$ cat config.mk
export PLATFORM = sky130hd
export DESIGN_NAME = cgrt_div
export DESIGN_NICKNAME = d
export VERILOG_FILES = /design/src/rtl/cgrt_pkg.sv /design/src/rtl/cgrt_div.sv
export SDC_FILE = /design/constraint.sdc
export NUM_CORES = 1
export LEC_CHECK = 0
export ABC_AREA = 1
export BUFFER_PORTS_ARGS = -buffer_cell sky130_fd_sc_hd__clkbuf_2
export CAP_MARGIN = 40
export CELL_PAD_IN_SITES_DETAIL_PLACEMENT = 1
export CELL_PAD_IN_SITES_GLOBAL_PLACEMENT = 1
export CORE_MARGIN = 1
export CORE_UTILIZATION = 40
export CTS_CLUSTER_DIAMETER = 60
export DETAILED_ROUTE_END_ITERATION = 8
export PLACE_DENSITY_LB_ADDON = 0.1
export SYNTH_ARGS = -nofsm -noshare
export SYNTH_HDL_FRONTEND = slang
export SYNTH_SLANG_ARGS = --single-unit
$ cat constraint.sdc
create_clock -name clk -period 2.04 [get_ports clk]
set_input_delay 0.102 -clock clk [delete_from_list [all_inputs] [get_ports clk]]
set_output_delay 0.102 -clock clk [all_outputs]
set_load 0.005 [all_outputs]
$ cat src/rtl/cgrt_pkg.sv
// Shared types and constants for the color gradient ramp table.
// Used by every module of the block but cgrt_ram; depends on nothing.
package cgrt_pkg;

  localparam int TABLE_LEVELS = 256;
  localparam int IDX_W        = $clog2(TABLE_LEVELS);
  localparam int LEVEL_W      = 8;
  localparam int COLOR_W      = 8;
  localparam int NUM_CH       = 3;
  localparam int CH_W         = $clog2(NUM_CH);
  localparam int ENTRY_W      = NUM_CH * COLOR_W;
  localparam int QUEUE_DEPTH  = 2;
  localparam int DIV_STEPS    = COLOR_W;

  // Channel slots inside a packed color; red sits in the top byte
  localparam int CH_RED   = 2;
  localparam int CH_GREEN = 1;
  localparam int CH_BLUE  = 0;

  // Function codes of an input item
  localparam logic [1:0] FUNC_ADD     = 2'd0;
  localparam logic [1:0] FUNC_LOOKUP  = 2'd1;
  localparam logic [1:0] FUNC_RESTART = 2'd2;

  typedef logic [COLOR_W-1:0] color_t;
  typedef logic [LEVEL_W-1:0] level_t;
  typedef color_t [NUM_CH-1:0] rgb_t;

  typedef enum logic [1:0] {
    OP_ADD,
    OP_LOOKUP,
    OP_RESTART
  } op_t;

  typedef struct packed {
    logic [1:0] func;
    level_t     level;
    color_t     red_in;
    color_t     green_in;
    color_t     blue_in;
  } cgrt_in_t;

  typedef struct packed {
    color_t red_out;
    color_t green_out;
    color_t blue_out;
  } cgrt_out_t;

  typedef struct packed {
    op_t    op;
    level_t level;
    rgb_t   color;
  } cmd_t;

  typedef struct packed {
    logic clearing;
  } back_stat_t;

  typedef struct packed {
    logic   start;
    color_t dividend;
    color_t divisor;
  } div_req_t;

  typedef struct packed {
    logic   done;
    color_t quotient;
    color_t remainder;
  } div_rsp_t;

  function automatic logic level_in_table(level_t lvl);
    return 32'(lvl) < TABLE_LEVELS;
  endfunction

endpackage

$ cat src/rtl/cgrt_div.sv
// Restoring divider, one quotient bit per cycle, for the ramp step sizes.
// Depends on cgrt_pkg.
module cgrt_div (
  input  logic               clk,
  input  logic               rst,
  input  cgrt_pkg::div_req_t dreq,
  output cgrt_pkg::div_rsp_t drsp
);
  import cgrt_pkg::*;

  localparam int STEP_W = $clog2(DIV_STEPS);

  logic              busy;
  logic              done;
  logic [STEP_W-1:0] step;
  color_t            quo;
  color_t            rem;
  color_t            dvs;
  logic [COLOR_W:0]  shifted;
  logic [COLOR_W:0]  diff;
  logic              ge;

  always_comb begin
    shifted = {rem, quo[COLOR_W-1]};
    diff    = shifted - {1'b0, dvs};
    ge      = shifted >= {1'b0, dvs};
  end

  always_ff @(posedge clk) begin
    if (rst) begin
      busy <= 1'b0;
      done <= 1'b0;
      step <= '0;
    end else begin
      done <= 1'b0;
      if (dreq.start) begin
        busy <= 1'b1;
        step <= '0;
        quo  <= dreq.dividend;
        rem  <= '0;
        dvs  <= dreq.divisor;
      end else if (busy) begin
        rem <= ge ? diff[COLOR_W-1:0] : shifted[COLOR_W-1:0];
        quo <= {quo[COLOR_W-2:0], ge};
        if (step == STEP_W'(DIV_STEPS - 1)) begin
          busy <= 1'b0;
          done <= 1'b1;
        end else begin
          step <= step + 1'b1;
        end
      end
    end
  end

  assign drsp.done      = done;
  assign drsp.quotient  = quo;
  assign drsp.remainder = rem;

endmodule

==> impl_metrics.env, run 1 <==
export IMPL_grt_util_all_layers=0.201
export IMPL_critPathCaptureType="flop"
export IMPL_synth_cell_area_um2=1720
export IMPL_routedWlPerCell_um=13.3
export IMPL_drtIter0Drc=23
export IMPL_pin_count=36
export IMPL_syn_nets=240
export IMPL_synth_cell_types=27
export IMPL_finalPower_mw=1.79
export IMPL_tightestPinTransition_ns=0.235
export IMPL_grt_setup_unrepaired="no"
export IMPL_clk_pin_slew_ns=0.06
export IMPL_cp_num_buf_inv=0
export IMPL_clkLatencyLatePin_ns=0.28
export IMPL_die_h_um=67.6
export IMPL_cts_root_buf="clkbuf_8"
export IMPL_grt_max_degree=17
export IMPL_tns_ns=0
export IMPL_wl_mm=4.17
export IMPL_die_width_um=67.6
export IMPL_yosysSeqAreaShare=0.477
export IMPL_grt_pass1_wl_mm=6.69
export IMPL_min_period_ns=1.90
export IMPL_start_util=0.424
export IMPL_worst_path_largest_cell_delay_ns=0.46
export IMPL_grt_pass1_vias=1396
export IMPL_gp_congestion=0.765
export IMPL_die_area_um2=4560
export IMPL_place_hpwl_mm=3.13
export IMPL_coreArea_um2=4060
export IMPL_finalHoldViolCount=0
export IMPL_post_route_drc_count=0
export IMPL_clk_path_buf_depth=2
export IMPL_dr_pass1_iters=4
export IMPL_vias=1512
export IMPL_postSynthCellCount=210
export IMPL_status="finished, final reports clean"
export IMPL_ys_async_sr_fraction=0
export IMPL_clock_skew_ns=0.00367
export IMPL_cts_tree="built"
export IMPL_period_share=0.929
export IMPL_power_leakage_nw=1.10
export IMPL_antenna_cells=0
export IMPL_maxSlewHeadroom=0.843
export IMPL_numCtsBuffers=5
export IMPL_hold_class="input pin to flop"
export IMPL_cp_max_fo=7
export IMPL_cp_slowest_cell="edfxtp_1"
export IMPL_cts_sinks=29
export IMPL_ant_nets=0
export IMPL_antenna_found_initial=0
export IMPL_crit_family="simple AND/OR/NAND/NOR gates"
export IMPL_maxCapViolCount=0
export IMPL_r2r_setup_slack_ns=0.14
export IMPL_setup_worst_path_start_class="flop"
export IMPL_grt_ovfl_total=0
export IMPL_io_buffers=35
export IMPL_critPathArrivalTime_ns=1.93
export IMPL_max_freq_ghz=0.528
export IMPL_syn_to_final_growth_pct=28.5
export IMPL_placementRows=23
export IMPL_peakVddDrop_v=0.000519
export IMPL_drive_above_1_share=0.266
export IMPL_setup_violations=0
export IMPL_drv_slew=0
export IMPL_p_per_area_nw_per_um2=808
export IMPL_path_class="flop to flop"
export IMPL_cp_cell_sequence="ha_1 > nand2_1 > nor2_1 > nand3_2 > nand4_4 > nand2_1 > nand2_1 > nor2_1"
export IMPL_cp_required_ns=2.07
export IMPL_nNetsFinal=292
export IMPL_syn_avg_cell_area_um2=8.19
export IMPL_via_per_inst=4.83
export IMPL_synth_edf_count=24
export IMPL_hold_worst_slack_ns=0.00813
export IMPL_yosys_warnings=0
export IMPL_ys_ff_latch=29
export IMPL_cpMostUsedCell="nand2_1"
export IMPL_htreeDepth=2
export IMPL_ys_flop_type="edfxtp_1"
export IMPL_cts_setup_buffers=0
stage by stage:
step	setup slack [ns]	cells	utilization	instance area (um^2)
after floorplan	0.230	210	-	1720
after global placement	0.0802	297	0.487	1980
after detailed placement	0.0466	297	0.487	1980
after CTS	0.0431	311	0.530	2150
after global routing	0.0172	313	0.544	2210
final	0.145	313	0.544	2210
repair_timing:
action	4_1_cts	5_1_grt
setup endpoints to repair	0	8
endpoints found under the hold margin	6	1
gates resized for setup	0	10
hold buffers	6	1
kinds of logic (layout without fill, tap and decap cells):
| logic type | Yosys count | after routing | synth area share |
|---|---|---|---|
| adders and majority gates | 11 | 11 | 0.0844 |
| and+or+nand+nor | 122 | 123 | 0.304 |
| xor gates and xnor gates | 3 | 3 | 0.0153 |
| buffers and inverters | 35 | 87 | 0.0830 |
| AOI/OAI and AO/OA | 10 | 10 | 0.0357 |
| DFF | 29 | 29 | 0.477 |
cells in the mapped netlist, types with 2 or more instances:
cell / n / area, um^2
nor2_1: 30 / 113
dfxtp_1: 5 / 100
clkbuf_1: 2 / 7.51
nand4_1: 2 / 12.5
edfxtp_1: 24 / 721
a21oi_1: 5 / 25.0
ha_1: 10 / 125
o21ai_0: 3 / 15.0
or2_1: 2 / 12.5
nand2_1: 69 / 259
nor2_2: 4 / 25.0
inv_1: 26 / 97.6
inv_2: 4 / 15.0
nand3_1: 10 / 50.1
xor2_1: 2 / 17.5
worst register-to-register path, delay by kind of cell (launching register included):
kind                     cells  cell delay, ns
adder cells (fa/ha/maj)      1            0.41
AND/OR/NAND/NOR              7            0.79
flip-flops                   1            0.46
layout by cell type (no fill, tap or decap), drive strengths merged, types with 4 or more instances in the layout:
cell type / n
inv: 30
nand4: 4
nand2: 70
dfxtp: 5
o21ai: 4
dlygate4sd3: 7
nor2: 34
a21oi: 6
edfxtp: 24
buf: 6
clkbuf: 42
ha: 10
nand3: 11
power breakdown:
group	switching, mW	leakage [nW]	internal, mW
Sequential	0.0262	0.271	0.698
Clock	0.218	0.0585	0.398
Combinational	0.266	0.769	0.180
per-layer routing:
| metal | GRT usage | share of wire |
|---|---|---|
| met5 | 0 | 0 |
| met4 | 0.0798 | 0.023 |
| met3 | 0.0372 | 0.035 |
| met2 | 0.324 | 0.47 |
| met1 | 0.263 | 0.47 |
state kept, by name (all words and copies together), names as in the netlist:
signal and cells:
dvs 8, quo 8, rem 8, step 3, busy 1, done 1
final timing paths:
check	cells past startpoint	from	endpoint
worst max-delay path	8	rem[0]	rem[3]
worst min-delay path	1	dreq[5]	dvs[5]
worst max register to register	8	rem[0]	rem[3]
worst min register to register	2	step[0]	step[0]
layout make-up:
type / count / area [um^2]
Sequential cell: 29 / 821
Multi-Input combinational cell: 147 / 802
Clock buffer: 7 / 86.3
Timing Repair Buffer: 48 / 290
Inverter: 31 / 116
Fill cell: 503 / 1850
Clock inverter: 1 / 30.0
Tap cell: 50 / 62.6
Note: power is estimated with default switching activity, not from simulation.
==> run 2: changes to the inputs <==
==> config.mk (replaced) <==
export PLATFORM = sky130hd
export DESIGN_NAME = cgrt_div
export DESIGN_NICKNAME = d
export VERILOG_FILES = /design/src/rtl/cgrt_pkg.sv /design/src/rtl/cgrt_div.sv
export SDC_FILE = /design/constraint.sdc
export NUM_CORES = 1
export LEC_CHECK = 0
export BUFFER_PORTS_ARGS = -buffer_cell sky130_fd_sc_hd__clkbuf_2
export CAP_MARGIN = 40
export CELL_PAD_IN_SITES_DETAIL_PLACEMENT = 1
export CELL_PAD_IN_SITES_GLOBAL_PLACEMENT = 1
export CORE_MARGIN = 1
export CORE_UTILIZATION = 41
export DETAILED_ROUTE_END_ITERATION = 8
export PLACE_DENSITY_LB_ADDON = 0.08
export SYNTH_ARGS = -nofsm -noshare
export SYNTH_HDL_FRONTEND = slang
export SYNTH_SLANG_ARGS = --single-unit
==> run 2 against run 1 <==
Effect of this change: the flow now finishes with violations (setup timing); critical path depth shrank 1; global-route usage grew 0.68 points; combinational power grew 25%; critical endpoint is now rem[5].
==> impl_metrics.env, run 2 <==
export IMPL_drtIter0Drc=51
export IMPL_routedWlPerCell_um=16.0
export IMPL_grt_ovfl_total=0
export IMPL_cp_max_fo=4
export IMPL_post_route_drc_count=0
export IMPL_postSynthCellCount=137
export IMPL_final_cell_mix="35 x clkbuf_2, 24 x edfxtp_1, 21 x buf_4"
export IMPL_gp_congestion=0.856
export IMPL_power_switching_uw=503
export IMPL_yosysTopAreaCellShare=0.457
export IMPL_setup_worst_path_start_class="flop"
export IMPL_final_common_cell="clkbuf_2"
export IMPL_cp_required_ns=2.07
export IMPL_clockPowerShare=0.272
export IMPL_finalPower_mw=1.77
export IMPL_critPathArrivalTime_ns=2.11
export IMPL_clkLatencyLatePin_ns=0.28
export IMPL_tightestPinTransition_ns=0.436
export IMPL_antenna_cells=0
export IMPL_critPathCaptureType="flop"
export IMPL_start_util=0.431
export IMPL_cts_root_buf="clkbuf_8"
export IMPL_grt_pass1_vias=1392
export IMPL_wl_mm=3.98
export IMPL_pwr_share_comb=0.316
export IMPL_clk_pin_slew_ns=0.06
export IMPL_netSwitchingFraction=0.285
export IMPL_grt_util_all_layers=0.208
export IMPL_ys_flop_type="edfxtp_1"
export IMPL_yosys_top_cells_count="24 x edfxtp_1, 16 x nor2_1, 13 x inv_1"
export IMPL_syn_to_final_growth_pct=37.5
export IMPL_min_period_ns=2.08
export IMPL_synth_area_leader_cell="edfxtp_1"
export IMPL_htreeDepth=2
export IMPL_ant_nets=0
export IMPL_fin_util=0.592
export IMPL_synth_edf_count=24
export IMPL_die_width_um=64.0
export IMPL_ys_ff_latch=29
export IMPL_io_buffers=35
export IMPL_vias=1288
export IMPL_place_hpwl_mm=2.86
export IMPL_worst_slack_ns=-0.0393
export IMPL_synth_cell_area_um2=1580
export IMPL_yosys_warnings=0
export IMPL_failed_checks="setup timing"
export IMPL_maxCapViolCount=0
export IMPL_path_class="flop to flop"
export IMPL_pin_count=36
export IMPL_finalHoldViolCount=0
export IMPL_setup_violations=2
export IMPL_post_synth_top_count_cell="edfxtp_1"
export IMPL_finalNonFillerCells=249
export IMPL_coreArea_um2=3660
export IMPL_cts_tree="built"
export IMPL_maxSlewHeadroom=0.709
export IMPL_grt_setup_unrepaired="yes"
export IMPL_grt_pass1_wl_mm=6.35
export IMPL_dp_cells=233
export IMPL_max_freq_ghz=0.481
export IMPL_ys_async_sr_fraction=0
export IMPL_cts_sinks=29
export IMPL_dr_pass1_iters=4
export IMPL_drv_slew=0
export IMPL_placementRows=22
export IMPL_die_area_um2=4100
export IMPL_synthTopCellsByArea="edfxtp_1 46%, ha_1 7.9%, dfxtp_1 6.3%, mux2_2 5.0%, mux2i_1 4.4%"
export IMPL_clk_path_buf_depth=2
export IMPL_p_int_mw=1.26
export IMPL_antenna_found_initial=0
export IMPL_die_h_um=64.0
export IMPL_numCtsBuffers=5
export IMPL_drive_above_1_share=0.458
export IMPL_fillers=412
export IMPL_clock_skew_ns=0.00757
export IMPL_hold_class="input pin to flop"
export IMPL_power_frac_seq=0.412
export IMPL_status="finished, violations left"
export IMPL_syn_avg_cell_area_um2=11.5
export IMPL_period_share=1.02
export IMPL_power_leakage_nw=0.957
export IMPL_p_per_area_nw_per_um2=815
export IMPL_synth_cell_types=35
export IMPL_regArea_um2=821
export IMPL_via_per_inst=5.17
export IMPL_syn_nets=167
export IMPL_peakVddDrop_v=0.000640
export IMPL_reg_top3="dvs x8, quo x8, rem x8"
export IMPL_multi_input_area_um2=763
export IMPL_grt_max_degree=17
export IMPL_yosysSeqAreaShare=0.521
export IMPL_nNetsFinal=230
[run 2: changes by cell type after synthesis, sizes merged, moves of 2 or more]
cell / before / now
a21o: 0 / 2
a21oi: 6 / 8
inv: 30 / 13
mux2: 0 / 7
mux2i: 0 / 7
nand2: 70 / 6
nand3: 11 / 2
nand4: 3 / 0
nor2: 34 / 16
nor2b: 0 / 3
nor3: 0 / 6
xnor2: 1 / 5
xor2: 2 / 0
[run 2: kinds of logic (layout without fill, tap and decap cells)]
group | count (synthesis) | after routing | share of synthesized area
AOI/OAI and AO/OA | 23 | 23 | 0.107
xor gates and xnor gates | 5 | 5 | 0.0278
adders and majority gates | 11 | 11 | 0.0921
buffers and inverters | 17 | 81 | 0.0429
DFF | 29 | 29 | 0.521
muxes | 14 | 14 | 0.0944
and+or+nand+nor | 38 | 38 | 0.115
[run 2: path summary, 6_finish.rpt]
check                             start  cells past startpoint     end  slack, ns
worst max register to register   rem[5]                      7  rem[5]      -0.04
worst min-delay path            dreq[6]                      1  dvs[6]      0.007
worst max-delay path             rem[5]                      7  rem[5]      -0.04
worst min register to register     busy                      2    done       0.46
[run 2: final cells by class]
class	count	area share
inverter	13	0.0225
clock buffer	8	0.0416
timing repair buffer	60	0.177
multi-input combinational	91	0.352
sequential	29	0.379
tap	48	0.0277
[run 2: timing repair]
action                                  4_1_cts  5_1_grt
endpoints found under the setup margin        7        9
setup buffers                                 3        3
cloned                                        0        0
gates resized for setup                       3       14
hold endpoints to repair                      2        0
hold buffers                                  2        0
pin swaps                                     3       11
[run 2: per-stage QoR]
stage | worst slack, ns | TNS, ns | area, um^2 | hold slack (ns)
final | -0.0393 | -0.0615 | 2170 | 0.00678
after detailed placement | -0.117 | -0.432 | 1920 | 0.281
after global routing | -0.166 | -0.815 | 2170 | 0.00676
after global placement | -0.0486 | -0.0593 | 1920 | 0.278
after floorplan | 0.0488 | 0 | 1580 | 0.174
after CTS | -0.0261 | -0.0513 | 2080 | 0.000846
[run 2: worst max-delay path, stage by stage, from the launching register on]
cell and delay, ns:
edfxtp_1 0.40, ha_1 0.37, a21oi_1 0.28, nand3_2 0.15, o21ai_4 0.19, buf_6 0.14
mux2i_1 0.24, nor2_1 0.07
[run 2: power by group through the flow]
stage          sequential, mW  clock, mW  combinational (mW)
6_report                0.727      0.480               0.558
4_1_cts                 0.725      0.492               0.513
5_1_grt                 0.732      0.508               0.611
2_1_floorplan           0.737          0               0.274
3_5_place_dp            0.738          0               0.449
3_3_place_gp            0.734          0               0.431
[run 2: per-layer routing]
metal,global-route usage,wire length (um)
met1,0.243,1680
met2,0.375,2110
met3,0.0375,121
met4,0.0767,67
met5,0,0
==> run 3: changes to the inputs <==
--- a/config.mk
+++ b/config.mk
@@ -9,8 +9,8 @@
 export CAP_MARGIN = 40
 export CELL_PAD_IN_SITES_DETAIL_PLACEMENT = 1
 export CELL_PAD_IN_SITES_GLOBAL_PLACEMENT = 1
-export CORE_MARGIN = 1
-export CORE_UTILIZATION = 41
+export CORE_MARGIN = 10
+export CORE_UTILIZATION = 36
 export DETAILED_ROUTE_END_ITERATION = 8
 export PLACE_DENSITY_LB_ADDON = 0.08
 export SYNTH_ARGS = -nofsm -noshare
==> run 3 against run 2 <==
Effect of this change: the flow still finishes with violations (setup timing); final cell count is 4.4% higher; register-to-register slack better by 0.04 ns; global-route usage is 9.0 points lower; core utilization is 6.0 points lower; combinational power is 4% higher.
==> impl_metrics.env, run 3 (synthesis gave the netlist of run 2 again) <==
export IMPL_grtUsageMet2=0.204
export IMPL_antenna_cells=0
export IMPL_reg_top3="dvs x8, quo x8, rem x8"
export IMPL_routedWlPerCell_um=16.7
export IMPL_status="finished, violations left"
export IMPL_grt_ovfl_total=0
export IMPL_setup_worst_path_start_class="flop"
export IMPL_critical_path_startpoint="rem[2]"
export IMPL_drtIter0Drc=24
export IMPL_path_class="flop to flop"
export IMPL_drive_above_1_share=0.466
export IMPL_vias=1303
export IMPL_clock_skew_ns=0.00388
export IMPL_io_buffers=35
export IMPL_cts_sinks=29
export IMPL_die_width_um=86.2
export IMPL_setup_violations=1
export IMPL_cpMostUsedCell="buf_4"
export IMPL_cp_max_fo=2
export IMPL_hold_worst_slack_ns=0.0925
export IMPL_power_leakage_nw=1.00
export IMPL_grt_pass1_vias=1504
export IMPL_grt_pass1_wl_mm=7.01
export IMPL_min_period_ns=2.04
export IMPL_tightestPinTransition_ns=0.546
export IMPL_cts_root_buf="clkbuf_8"
export IMPL_grt_busiest_layer="met2"
export IMPL_grt_util_all_layers=0.117
export IMPL_post_route_drc_count=0
export IMPL_max_freq_ghz=0.490
export IMPL_critPathArrivalTime_ns=2.05
export IMPL_grtUsageMet1=0.125
export IMPL_clk_path_buf_depth=2
export IMPL_p_per_area_nw_per_um2=785
export IMPL_r2r_setup_slack_ns=-0.001
export IMPL_cp_slowest_cell="edfxtp_1"
export IMPL_syn_to_final_growth_pct=44.9
export IMPL_grt_setup_unrepaired="yes"
export IMPL_reg2reg_to="rem[6]"
export IMPL_crit_family="compound AO/OA/AOI/OAI gates"
export IMPL_drv_slew=0
export IMPL_maxCapViolCount=0
export IMPL_finalNonFillerCells=260
export IMPL_via_per_inst=5.01
export IMPL_coreArea_um2=4290
export IMPL_grt_util_met3=0.0450
export IMPL_grt_max_degree=26
export IMPL_antenna_found_initial=0
export IMPL_place_hpwl_mm=3.18
export IMPL_cp_num_buf_inv=2
export IMPL_cp_depth=9
export IMPL_start_util=0.367
export IMPL_critPathCaptureType="flop"
export IMPL_cp_cell_sequence="ha_4 > a21o_1 > a21oi_2 > buf_4 > buf_4 > o221a_2 > xnor2_1 > mux2i_1 > nor2_1"
export IMPL_ant_nets=0
export IMPL_dp_cells=237
export IMPL_clkLatencyLatePin_ns=0.27
export IMPL_peakVddDrop_v=0.000303
export IMPL_wl_mm=4.33
export IMPL_placementRows=24
export IMPL_pin_count=36
export IMPL_final_cell_mix="35 x clkbuf_2, 24 x edfxtp_1, 23 x buf_4"
export IMPL_cts_tree="built"
export IMPL_numCtsBuffers=5
export IMPL_hold_class="input pin to flop"
export IMPL_gp_congestion=0.757
export IMPL_die_h_um=86.2
export IMPL_htreeDepth=2
export IMPL_dr_pass1_iters=2
export IMPL_worst_path_largest_cell_delay_ns=0.43
export IMPL_crit_path_end="rem[6]"
export IMPL_finalHoldViolCount=0
export IMPL_clk_pin_slew_ns=0.06
export IMPL_die_area_um2=7430
export IMPL_nNetsFinal=237
export IMPL_failed_checks="setup timing"
export IMPL_period_share=1.00
export IMPL_worst_slack_ns=-0.00117
export IMPL_rr_worst_depth=9
export IMPL_maxSlewHeadroom=0.636
export IMPL_final_common_cell="clkbuf_2"
export IMPL_reg2reg_from="rem[2]"
export IMPL_cp_required_ns=2.05
export IMPL_fillers=469
## run 3: layout make-up
cell class | count | area, um^2 | area share
Tap cell | 52 | 65.1 | 0.0285
Clock buffer | 8 | 90.1 | 0.0394
Sequential cell | 29 | 821 | 0.359
Timing Repair Buffer | 67 | 448 | 0.196
Multi-Input combinational cell | 91 | 812 | 0.355
Inverter | 13 | 48.8 | 0.0214
## run 3: routing by layer
metal  share of wire  vias to the layer above
met2            0.53                       32
met4          0.0051                        0
met5               0                        -
met3           0.056                        2
met1            0.41                      638
li1                -                      631
## run 3: power breakdown
group	internal, mW	switching [mW]
Sequential	0.700	0.0312
Combinational	0.304	0.274
Clock	0.275	0.211
## run 3: stage by stage
stage	utilization	total power, mW	setup slack, ns	setup TNS, ns	instance area [um^2]
after detailed placement	0.448	1.19	-0.146	-0.455	1930
after global routing	0.532	1.91	-0.0990	-0.454	2280
after CTS	0.505	1.75	0.000850	0	2170
after global placement	0.448	1.18	-0.0447	-0.0728	1930
final	0.532	1.79	-0.00117	-0.00117	2280
after floorplan	-	1.01	0.0488	0	1580
## run 3: repair_timing
| item | CTS | global route |
|---|---|---|
| setup buffers | 4 | 3 |
| gates resized for setup | 6 | 16 |
| endpoints found under the hold margin | 8 | 0 |
| endpoints found under the setup margin | 9 | 8 |
| pin swaps | 7 | 9 |
| hold buffers | 8 | 0 |
## run 3: worst min path at each step
| stage | slack (ns) | start | cells after the start | end |
|---|---|---|---|---|
| finish | 0.09 | rst | 2 | done |
| global route | 0.09 | rst | 2 | step[0] |
| CTS | 0.08 | rst | 2 | done |
| detailed placement | 0.28 | dreq[3] | 1 | dvs[3] |
| global placement | 0.28 | dreq[7] | 1 | dvs[7] |
| floorplan | 0.17 | rst | 1 | busy |
